===== config.mk =====
export PLATFORM = sky130hd
export DESIGN_NAME = integer_to_radix_digits
export DESIGN_NICKNAME = d
export VERILOG_FILES = /design/src/sv/itrd_pkg.sv /design/src/sv/itrd_divider.sv /design/src/sv/itrd_digit_stack.sv /design/src/sv/integer_to_radix_digits.sv
export SDC_FILE = /design/constraint.sdc
export NUM_CORES = 1
export LEC_CHECK = 0
export ABC_CLOCK_PERIOD_IN_PS = 5200
export BUFFER_PORTS_ARGS = -buffer_cell sky130_fd_sc_hd__buf_2
export CAP_MARGIN = 20
export CORE_MARGIN = 3
export CORE_UTILIZATION = 45
export CTS_CLUSTER_DIAMETER = 30
export DETAILED_ROUTE_END_ITERATION = 10
export GPL_ROUTABILITY_DRIVEN = 0
export GPL_TIMING_DRIVEN = 1
export PLACE_DENSITY_LB_ADDON = 0.1
export SLEW_MARGIN = 0
export SYNTH_ARGS = -nofsm -noshare
export SYNTH_HDL_FRONTEND = slang
export SYNTH_SLANG_ARGS = --single-unit

===== constraint.sdc =====
create_clock -name clk -period 5.2 [get_ports clk]
set_input_delay 0.52 -clock clk [delete_from_list [all_inputs] [get_ports clk]]
set_output_delay 0.52 -clock clk [all_outputs]
set_load 0.005 [all_outputs]

===== src/sv/itrd_pkg.sv =====
// Shared types, character codes and the digit-to-character map for the radix converter.
package itrd_pkg;

	localparam int VALUE_WIDTH_DEFAULT = 32;
	localparam int DIGIT_W = 6;
	localparam int CHAR_W = 7;

	typedef logic [DIGIT_W-1:0] digit_t;
	typedef logic [CHAR_W-1:0] char_t;

	localparam digit_t RADIX_MIN = 6'd2;
	localparam digit_t RADIX_MAX = 6'd36;
	localparam digit_t RADIX_RESET = 6'd10;
	localparam digit_t DIGIT_TEN = 6'd10;

	localparam char_t CHAR_ZERO = 7'h30;
	localparam char_t CHAR_SEVEN = 7'h37;
	localparam char_t CHAR_MINUS = 7'h2D;

	// Digits 0..9 map to '0'..'9', 10..35 to 'A'..'Z' ('7' + digit).
	function automatic char_t digit_char(input digit_t d);
		char_t ext;
		ext = {1'b0, d};
		if (d >= DIGIT_TEN) begin
			return CHAR_SEVEN + ext;
		end
		return CHAR_ZERO + ext;
	endfunction

endpackage


===== src/sv/itrd_divider.sv =====
// Restoring shift-subtract divider, one quotient bit per clock, small runtime divisor.
module itrd_divider #(
	parameter int WIDTH = 32
) (
	input  logic                clk,
	input  logic                arst_n,
	input  logic                load,
	input  logic [WIDTH-1:0]    dividend,
	input  itrd_pkg::digit_t    divisor,
	output logic                done,
	output logic [WIDTH-1:0]    quotient,
	output itrd_pkg::digit_t    remainder
);
	import itrd_pkg::*;

	localparam int CW = (WIDTH > 1) ? $clog2(WIDTH) : 1;
	localparam logic [CW-1:0] STEP_LAST = CW'(WIDTH - 1);

	logic              run_q;
	logic              done_q;
	logic [CW-1:0]     step_q;
	logic [WIDTH-1:0]  quo_q;
	digit_t            rem_q;
	digit_t            div_q;

	logic [DIGIT_W:0]  trial;
	logic [DIGIT_W:0]  diff;
	logic              ge;

	assign trial = {rem_q, quo_q[WIDTH-1]};
	assign ge = trial >= {1'b0, div_q};
	assign diff = trial - {1'b0, div_q};

	always_ff @(posedge clk or negedge arst_n) begin
		if (!arst_n) begin
			run_q <= 1'b0;
			done_q <= 1'b0;
			step_q <= '0;
		end else if (load) begin
			run_q <= 1'b1;
			done_q <= 1'b0;
			step_q <= '0;
		end else if (run_q) begin
			step_q <= step_q + 1'b1;
			if (step_q == STEP_LAST) begin
				run_q <= 1'b0;
				done_q <= 1'b1;
			end
		end else begin
			done_q <= 1'b0;
		end
	end

	// Shift the dividend out the top while quotient bits shift in below.
	always_ff @(posedge clk) begin
		if (load) begin
			quo_q <= dividend;
			rem_q <= '0;
			div_q <= divisor;
		end else if (run_q) begin
			quo_q <= {quo_q[WIDTH-2:0], ge};
			rem_q <= ge ? diff[DIGIT_W-1:0] : trial[DIGIT_W-1:0];
		end
	end

	assign done = done_q;
	assign quotient = quo_q;
	assign remainder = rem_q;

endmodule


===== src/sv/itrd_digit_stack.sv =====
// Digit store: one write port, one registered read port.
module itrd_digit_stack #(
	parameter int DEPTH = 32
) (
	input  logic                              clk,
	input  logic                              wr_en,
	input  logic [$clog2(DEPTH)-1:0]          wr_addr,
	input  itrd_pkg::digit_t                  wr_data,
	input  logic [$clog2(DEPTH)-1:0]          rd_addr,
	output itrd_pkg::digit_t                  rd_data
);
	import itrd_pkg::*;

	digit_t mem_q [DEPTH];
	digit_t rd_q;

	always_ff @(posedge clk) begin
		if (wr_en) begin
			mem_q[wr_addr] <= wr_data;
		end
	end

	always_ff @(posedge clk) begin
		rd_q <= mem_q[rd_addr];
	end

	assign rd_data = rd_q;

endmodule


===== src/sv/integer_to_radix_digits.sv =====
// Top level: signed integer to ASCII text in a programmable radix, sequenced over one divider.
//
// Pulse start while busy is low to transfer one VALUE_WIDTH-bit two's complement value;
// the block raises busy and later emits its text one character per strobe cycle, an
// optional '-' first, then the digits most significant first, with last set on the final
// character. Zero gives "0" and the most negative value converts exactly. The receiver
// cannot stall: every strobe cycle is a transfer and must be taken. Each digit costs one
// pass of the shared bit-serial divider, so an item with more digits takes longer from
// start to its last strobe. Write radix_wdata with radix_we only while idle; codes
// below 2 act as 2 and codes above 36 act as 36. The radix resets to 10.
module integer_to_radix_digits #(
	parameter int VALUE_WIDTH = itrd_pkg::VALUE_WIDTH_DEFAULT
) (
	input  logic                    clk,
	input  logic                    arst_n,
	input  logic                    start,
	output logic                    busy,
	input  logic [VALUE_WIDTH-1:0]  value,
	input  logic                    radix_we,
	input  itrd_pkg::digit_t        radix_wdata,
	output logic                    strobe,
	output itrd_pkg::char_t         ascii_char,
	output logic                    last
);
	import itrd_pkg::*;

	localparam int AW = $clog2(VALUE_WIDTH);
	localparam int NW = $clog2(VALUE_WIDTH + 1);
	localparam logic [NW-1:0] COUNT_FULL = NW'(VALUE_WIDTH - 1);

	typedef enum logic [3:0] {
		ST_IDLE   = 4'b0001,
		ST_DIVIDE = 4'b0010,
		ST_PREP   = 4'b0100,
		ST_EMIT   = 4'b1000
	} state_t;

	state_t                 state_q;
	digit_t                 radix_q;
	digit_t                 base_q;
	logic                   neg_q;
	logic [NW-1:0]          count_q;
	logic [AW-1:0]          ptr_q;
	logic                   strobe_q;
	char_t                  char_q;
	logic                   last_q;

	logic                   accept;
	logic                   value_neg;
	logic [VALUE_WIDTH-1:0] value_mag;
	digit_t                 base_clamped;
	logic                   div_load;
	logic [VALUE_WIDTH-1:0] div_dividend;
	logic                   div_done;
	logic [VALUE_WIDTH-1:0] div_quot;
	digit_t                 div_rem;
	logic                   push;
	logic                   finish_div;
	logic [AW-1:0]          rd_addr;
	digit_t                 rd_digit;

	assign accept = start && (state_q == ST_IDLE);
	assign busy = (state_q != ST_IDLE);

	// Magnitude as an unsigned quantity, so the most negative value needs no extra bit.
	assign value_neg = value[VALUE_WIDTH-1];
	assign value_mag = value_neg ? (~value + 1'b1) : value;

	always_comb begin
		if (radix_q < RADIX_MIN) begin
			base_clamped = RADIX_MIN;
		end else if (radix_q > RADIX_MAX) begin
			base_clamped = RADIX_MAX;
		end else begin
			base_clamped = radix_q;
		end
	end

	// Each finished division pushes one digit; stop once the quotient runs out or the store is full.
	assign push = (state_q == ST_DIVIDE) && div_done;
	assign finish_div = push && ((div_quot == '0) || (count_q == COUNT_FULL));

	assign div_load = accept || (push && !finish_div);
	assign div_dividend = accept ? value_mag : div_quot;

	// Read the top digit in PREP, then walk down one entry per emit cycle.
	assign rd_addr = (state_q == ST_PREP) ? AW'(count_q - 1'b1) : (ptr_q - 1'b1);

	itrd_divider #(
		.WIDTH(VALUE_WIDTH)
	) u_divider (
		.clk      (clk),
		.arst_n   (arst_n),
		.load     (div_load),
		.dividend (div_dividend),
		.divisor  (accept ? base_clamped : base_q),
		.done     (div_done),
		.quotient (div_quot),
		.remainder(div_rem)
	);

	itrd_digit_stack #(
		.DEPTH(VALUE_WIDTH)
	) u_stack (
		.clk    (clk),
		.wr_en  (push),
		.wr_addr(count_q[AW-1:0]),
		.wr_data(div_rem),
		.rd_addr(rd_addr),
		.rd_data(rd_digit)
	);

	always_ff @(posedge clk or negedge arst_n) begin
		if (!arst_n) begin
			radix_q <= RADIX_RESET;
		end else if (radix_we) begin
			radix_q <= radix_wdata;
		end
	end

	always_ff @(posedge clk or negedge arst_n) begin
		if (!arst_n) begin
			state_q <= ST_IDLE;
			count_q <= '0;
			strobe_q <= 1'b0;
		end else begin
			strobe_q <= 1'b0;
			unique case (state_q)
				ST_IDLE: begin
					if (accept) begin
						count_q <= '0;
						state_q <= ST_DIVIDE;
					end
				end
				ST_DIVIDE: begin
					if (push) begin
						count_q <= count_q + 1'b1;
						if (finish_div) begin
							state_q <= ST_PREP;
						end
					end
				end
				ST_PREP: begin
					// The sign goes out while the top digit is read.
					strobe_q <= neg_q;
					state_q <= ST_EMIT;
				end
				ST_EMIT: begin
					strobe_q <= 1'b1;
					if (ptr_q == '0) begin
						state_q <= ST_IDLE;
					end
				end
				default: begin
					state_q <= ST_IDLE;
				end
			endcase
		end
	end

	// Payload registers: hold the item's sign and base, the read pointer, the character and its last flag.
	always_ff @(posedge clk) begin
		if (accept) begin
			neg_q <= value_neg;
			base_q <= base_clamped;
		end
		if (state_q == ST_PREP) begin
			ptr_q <= AW'(count_q - 1'b1);
			char_q <= CHAR_MINUS;
			last_q <= 1'b0;
		end else if (state_q == ST_EMIT) begin
			ptr_q <= ptr_q - 1'b1;
			char_q <= digit_char(rd_digit);
			last_q <= (ptr_q == '0);
		end
	end

	assign strobe = strobe_q;
	assign ascii_char = char_q;
	assign last = last_q;

	// The next item's first character cannot directly follow a final character.
	a_last_gap: assert property (@(posedge clk) disable iff (!arst_n)
		(strobe && last) |=> !strobe)
		else $error("strobe directly after a final character");

	// An accepted value keeps the block busy on the next cycle.
	a_accept_busy: assert property (@(posedge clk) disable iff (!arst_n)
		accept |=> busy)
		else $error("accepted item did not raise busy");

	// A divider result only shows up while digits are being produced.
	a_done_in_divide: assert property (@(posedge clk) disable iff (!arst_n)
		div_done |-> (state_q == ST_DIVIDE))
		else $error("divider finished outside the divide phase");

	// The digit count never exceeds the store depth.
	a_count_range: assert property (@(posedge clk) disable iff (!arst_n)
		count_q <= NW'(VALUE_WIDTH))
		else $error("digit count beyond store depth");

endmodule


# Yosys cells after proc, flatten, opt, wreduce, memory -nomap -nowiden
# Memory sizes are Yosys's and may differ from the RTL's. A register that Yosys moved wholly into a read port is not among the register bits.
# Index checks and enable logic that the tools add are counted.
[op_classes]
reduce_logical = 15
magnitude_cmp = 4
n_mux = 35
addsub = 8
n_eq_ne = 13
n_bitwise = 1
[ops]
columns = ["cell", "n"]
rows = [
  ["32-bit 2-to-1 mux", 4],
  ["6-bit 2-to-1 mux", 6],
  ["32-bit by 1-bit adder with 32-bit output, second input constant", 1],
  ["32-bit zero test", 1],
  ["32-bit NOT", 1],
  ["5-bit 2-to-1 mux", 5],
  ["4-bit 2-to-1 mux", 4],
  ["4-bit case mux with 4 select lines", 1],
  ["6-bit by 6-bit adder with 7-bit output, first input constant", 2],
  ["7-bit 2-to-1 mux", 2],
  ["6-bit case mux with 2 select lines", 1],
  ["1-bit 2-to-1 mux", 11],
  ["2-bit != test, second input constant", 5],
  ["5-bit by 1-bit subtractor with 5-bit output, second input constant", 2],
  ["7-bit by 6-bit greater-or-equal comparator with 1-bit output", 1],
  ["6-bit by 1-bit adder with 6-bit output, second input constant", 1],
  ["6-bit by 5-bit == test with 1-bit output, second input constant", 1],
  ["6-bit by 4-bit greater-or-equal comparator with 1-bit output, second input constant", 1],
  ["6-bit greater-than comparator, second input constant", 1],
  ["6-bit by 2-bit < comparator with 1-bit output, second input constant", 1],
  ["2-bit nonzero test", 3],
  ["6-bit subtractor", 1],
  ["5-bit by 1-bit adder with 5-bit output, second input constant", 1],
  ["5-bit == test, second input constant", 1],
  ["other kinds (14)", 18],
]
[totals]
wordCells = 92
out_inout_bits = 10
mem_count = 1
ff_bits = 88
ram_bits = 192
in_bits = 42
[memory_table]
columns = ["memory", "words", "word_bits", "rd", "rd_clocked_by_memory_dff", "write_ports", "line", "source"]
rows = [
  ["u_stack.mem_q", 32, 6, 1, 1, 1, "itrd_digit_stack.sv:14", "digit_t mem_q [DEPTH];"],
]

# Depth between registers and ports, before layout
[logic_depth]
depth_word = 8
mapped_depth = 16
ltp_nobuf = 10

# Modules after synthesis
# Synthesis repeated with hierarchy kept, for this count alone.
[unflattened]
hier_cells = 865
area_unflattened_um2 = 12976.2
[modules_own_cells]
columns = ["module", "cells_each", "seq_area_each_um2", "instances", "area_per_inst_um2"]
rows = [
  ["itrd_digit_stack", 323, 5885.6, 1, 7589.8],
  ["integer_to_radix_digits", 367, 889.6, 1, 2960.3],
  ["itrd_divider", 175, 1436.4, 1, 2426.1],
]

# Worst setup path before layout
# No wires, ideal clock.
[synth_path]
path_kind = "reg-to-reg"
from = "register state_q[1]"
to = "register u_stack.rd_q[3] (netlist: u_stack.rd_data[3]), read port of u_stack.mem_q"
arrival_time_ns = 3.712
synth_period_minus_slack_ns = 3.791
n_path_buf = 6
required_ns = 5.121
stages_incl_launch_ff = 17
setup_ns = 0.079
setup_slack_ns = 1.409
cell_sequence = "dfrtp_1 or4b_4 mux2_4 buf_6 clkinv_4 buf_4 buf_4 ha_1 clkbuf_1 nor4b_1 or4_1 clkbuf_1 buf_4 a32oi_1 o21ai_1 mux2_2 a22oi_1"
[synth_via]
elab_chain_len = 2
[synth_rtl]
columns = ["element", "line", "source"]
rows = [
  ["from (decl)", "integer_to_radix_digits.sv:38", "state_t state_q;"],
  ["from (signal assigned)", "integer_to_radix_digits.sv:123", "state_q <= ST_IDLE;"],
  ["from (signal assigned)", "integer_to_radix_digits.sv:132", "state_q <= ST_DIVIDE;"],
  ["from (signal assigned)", "integer_to_radix_digits.sv:139", "state_q <= ST_PREP;"],
  ["4-bit by 3-bit == test with 1-bit output", "integer_to_radix_digits.sv:87", "assign rd_addr = (state_q == ST_PREP) ? AW'(count_q - 1'b1) : (ptr_q - 1'b1);"],
  ["5-bit 2-to-1 mux", "integer_to_radix_digits.sv:87", ""],
  ["via rd_addr[0]", "integer_to_radix_digits.sv:59", "logic [AW-1:0] rd_addr;"],
  ["to (decl)", "itrd_digit_stack.sv:15", "digit_t rd_q;"],
]
# The timed path passes the listed nets, and every way through them passes these cells.
# A chain may end at the register's enable or synchronous reset.

# Worst setup path in the final report
[layout_path]
from = "register state_q[3]"
to = "register u_stack.rd_q[4] (netlist: u_stack.rd_data[4]), read port of u_stack.mem_q"
[layout_via]
elab_chain_len = 2
[layout_rtl]
columns = ["element", "line"]
rows = [
  ["4-bit by 3-bit == test with 1-bit output", "integer_to_radix_digits.sv:87"],
  ["5-bit 2-to-1 mux", "integer_to_radix_digits.sv:87"],
]
# No other way between the ends.

==> results.tsv <==
stage	metric	value	unit
worst_setup_path	CP Capture Type	flip-flop	
sta	Fin Clk Skew	15.9	ps
yosys	syn nets	1158	
worst_setup_path	Buffers & Inverters on Critical Path	1	
sta	Final period util	0.849	
floorplanning	die height	177	um
final_layout	Syn-to-layout area delta	22.7	%
floorplanning	cell row count	62	
worst_setup_path	CP max stage delay	970	ps
min_path	Hold Crit Start	radix_wdata[2]	
sta	RSZ-0062 raised after global routing	false	
yosys	register bit total from synthesis	286	
yosys	synth unique cells	62	
yosys	Synth warnings	0	
route	antenna viol nets, final	0	
grt	initial antenna violation count	0	
placement	# placed instances	1483	
worst_setup_path	Crit-path slowest cell	or4_1	
min_path	hold crit path type	in -> reg	
route	drt drc	0	
grt	total track usage	0.209	
sta	final setup fails	0	
grt	number of global-route vias before repair	8886	
placement	pre-CTS WS	834	ps
route	DRT iter0 DRCs	657	
sta	normalized max-slew margin	0.398	
pwr	Worst VDD drop	0.300	mV
clock_tree	CTS buffer count	69	
route	router iterations before antenna repair	5	
sta	min Tclk post-route	4420	ps
status	status	complete, no violations	
clock_tree	CTS tree	yes	
clock_tree	H-tree depth	3	
sta	setup_tns	0	ps
worst_setup_path	Worst EP required	5650	ps
grt	largest net degree at the start of global routing	67	
yosys	sequential area share after synthesis	0.621	
floorplanning	core footprint	28900	sq um
yosys	Post-synth EDFFs	236	
worst_setup_path	CP delay by family, top	simple AND/OR/NAND/NOR gates	
floorplanning	Starting Density	0.458	
final_layout	Core Util, Final	0.562	
clock_tree	clk buf depth	3	
sta	f_max	226	MHz
floorplanning	die footprint	31500	sq um
worst_setup_path	Crit Path Class	reg -> reg	
yosys	Synth Flop Type	edfxtp_1	
pwr	Pwr per Cell Area	532	nW/um^2
worst_setup_path	Crit path arrival time	4860	ps
final_layout	share of cells above drive strength 1	0.176	
clock_tree	Post-CTS Setup Bufs	0	
placement	port buffer count	51	
sta	actual slew at the worst max-slew pin	903	ps
clock_tree	clock slew at reported path FFs	50	ps
yosys	Post-synth ARST share	0.0839	
sta	Final Hold Vio Count	0	
sta	final worst slack	783	ps
clock_tree	CTS hold repair buffers	1	
clock_tree	clk sink count	286	
route	DR WL/cell	20.0	um
clock_tree	clock latency on the worst-skew pair	550	ps
worst_setup_path	critical-path cell list	or4b_4, mux2_4, clkinv_4, ha_1, nor4b_1, or4_1, a32oi_1, o21ai_1, mux2_2, a22oi_1	
final_layout	diode count	0	
final_layout	finished layout cell area	16200	sq um
pwr	leakage power	0.00599	uW
sta	Final Max Tran Viols	0	
worst_setup_path	reg-to-reg critical path startpoint	state_q[3]$_DFFE_PN0P_	
worst_setup_path	CP Max Fanout	31	
clock_tree	root buf cell	clkbuf_16	
grt	first-pass GRT wire length	50500	um
final_layout	Nets	1234	
yosys	Synth Instances	1097	
clock_tree	CTS resizes	0	
yosys	Mapped Avg Cell Area	12.1	sq um
placement	post-DP HPWL	19500	um
route	Total Wirelength	32300	um
floorplanning	Die Span X	177	um
route	Via density	5.58	
final_layout	Cell Count, Final, Fillers Out	1614	
route	vias	9014	
job	number of max-cap violations	0	
worst_setup_path	Worst setup startpoint	state_q[3]$_DFFE_PN0P_	
floorplanning	IO Count	52	
worst_setup_path	Worst setup SP type	flip-flop	
yosys	synthesized area	13200	sq um
grt	total gr overflow	0	
placement	placed cell areas	13800	sq um
## flip-flops by register name (all words and copies together) (netlist names)
name / cells
ascii_char: 7
u_divider.div_q: 6
last: 1
u_divider.run_q: 1
u_divider.step_q: 5
neg_q: 1
radix_q: 6
u_divider.quotient: 32
u_stack.mem_q: 192
count_q: 6
u_divider.done: 1
u_divider.remainder: 6
state_q: 4
ptr_q: 5
strobe: 1
base_q: 6
u_stack.rd_data: 6
## final cells by class
cell class | instances | area, sq um
fillers | 2438 | 12600
flip-flops and latches | 286 | 8210
multi-input cells | 720 | 4630
clock buffers | 87 | 1900
clock inverters | 41 | 493
well taps | 384 | 480
repair buffers | 71 | 412
inverters | 25 | 98.8
## power breakdown
part,internal (uW),leakage [uW],switching [uW]
clock,3070,0.00116,1300
sequential,3010,0.00270,128
combinational,370,0.00213,755
total,6450,0.00599,2180
## stage by stage
stage               total power (uW)  hold slack (ps)
global route                    9020              209
CTS                             8710              192
detailed placement              4310              425
global placement                4290              420
floorplan                       3890              224
finish                          8630              213
## per-layer routing
metal	track usage	routed length [um]	part of all wire	up-vias
met3	0.0385	1950	0.060	70
li1	-	-	-	4275
met4	0.0867	909	0.028	0
met1	0.294	14500	0.45	4360
met5	0	0	0	-
met2	0.319	14900	0.46	309
## cells in the mapped netlist, types with 3 or more instances
library cell  instances  area, sq um
mux4_2                6          135
nand4_1               7         43.8
o21ai_1              10         50.1
xnor2_1              10         87.6
or4_4                 3         33.8
mux2i_1              58          581
edfxtp_1            236         7090
o41ai_1               3         26.3
dfstp_2               3         78.8
a21oi_1              55          275
o21ai_0              27          135
o31ai_1              20          150
and3_1                8         50.1
xor2_1               36          315
nor2b_1              17          106
a22o_1                3         26.3
dfxtp_1              26          521
a31oi_1               9         56.3
nor4_1               10         62.6
o211ai_1             15          113
nand4b_1              4         35.0
buf_2                12         60.1
or3_1                10         62.6
buf_1                 6         22.5
buf_4                 6         45.0
nor4b_1               4         35.0
a32oi_1              11         96.3
nand3b_1              3         22.5
mux2_2               14          158
inv_1                24         90.1
or4_1                16          120
nand3_1              28          140
nor3_1               10         50.1
o31ai_2               3         37.5
a211oi_1              4         30.0
dfrtp_1              21          526
ha_1                 18          225
clkbuf_1             40          150
a311oi_1              5         43.8
o221ai_1             12          105
a22oi_1               7         52.6
nor2_1               95          357
nand2_1             159          597
## placed cells by master, fill, tap and decap left out, types with 14 or more instances in the layout
master / synthesis / layout
or4_1: 16 / 16
ha_1: 18 / 18
o21ai_0: 27 / 27
a21oi_1: 55 / 55
edfxtp_1: 236 / 236
mux2_2: 14 / 14
clkbuf_16: 0 / 73
o31ai_1: 20 / 20
dfrtp_1: 21 / 21
buf_4: 6 / 18
nor2_1: 95 / 95
dfxtp_1: 26 / 26
nand3_1: 28 / 28
buf_2: 12 / 51
nor2b_1: 17 / 17
inv_1: 24 / 24
o211ai_1: 15 / 15
mux2i_1: 58 / 58
xor2_1: 36 / 36
nand2_1: 159 / 159
## worst register-to-register path, delay by kind of cell, from the launching register on
kind / cells / cell delay (ps)
and+or+nand+nor: 3 / 1870
adders and majority gates: 1 / 680
buffers and inverters: 1 / 50
DFF: 1 / 460
AOI/OAI and AO/OA: 3 / 660
muxes: 2 / 600
## worst paths after layout
path,cells after the start,slack (ps),end
min,2,210,radix_q[2]$_DFFE_PN0P_
max in group asynchronous,2,4270,state_q[1]$_DFFE_PN0P_
max,10,780,u_stack.rd_data[4]$_DFF_P_
max reg2reg,10,780,u_stack.rd_data[4]$_DFF_P_
min in group asynchronous,2,530,count_q[3]$_DFFE_PN0P_
min reg2reg,2,430,base_q[2]$_DFF_P_
## cells by family (layout without fill, tap and decap cells)
family	Yosys count	in the layout	synth area share
AO/OA/AOI/OAI	193	193	0.0962
XOR/XNOR	46	46	0.0305
adder cells (fa/ha/maj)	19	19	0.0185
buffers and inverters	91	224	0.0305
flip-flops	286	286	0.621
multiplexers	79	79	0.0672
AND/OR/NAND/NOR	383	383	0.136
No activity file was read; power rests on OpenSTA's default activity.
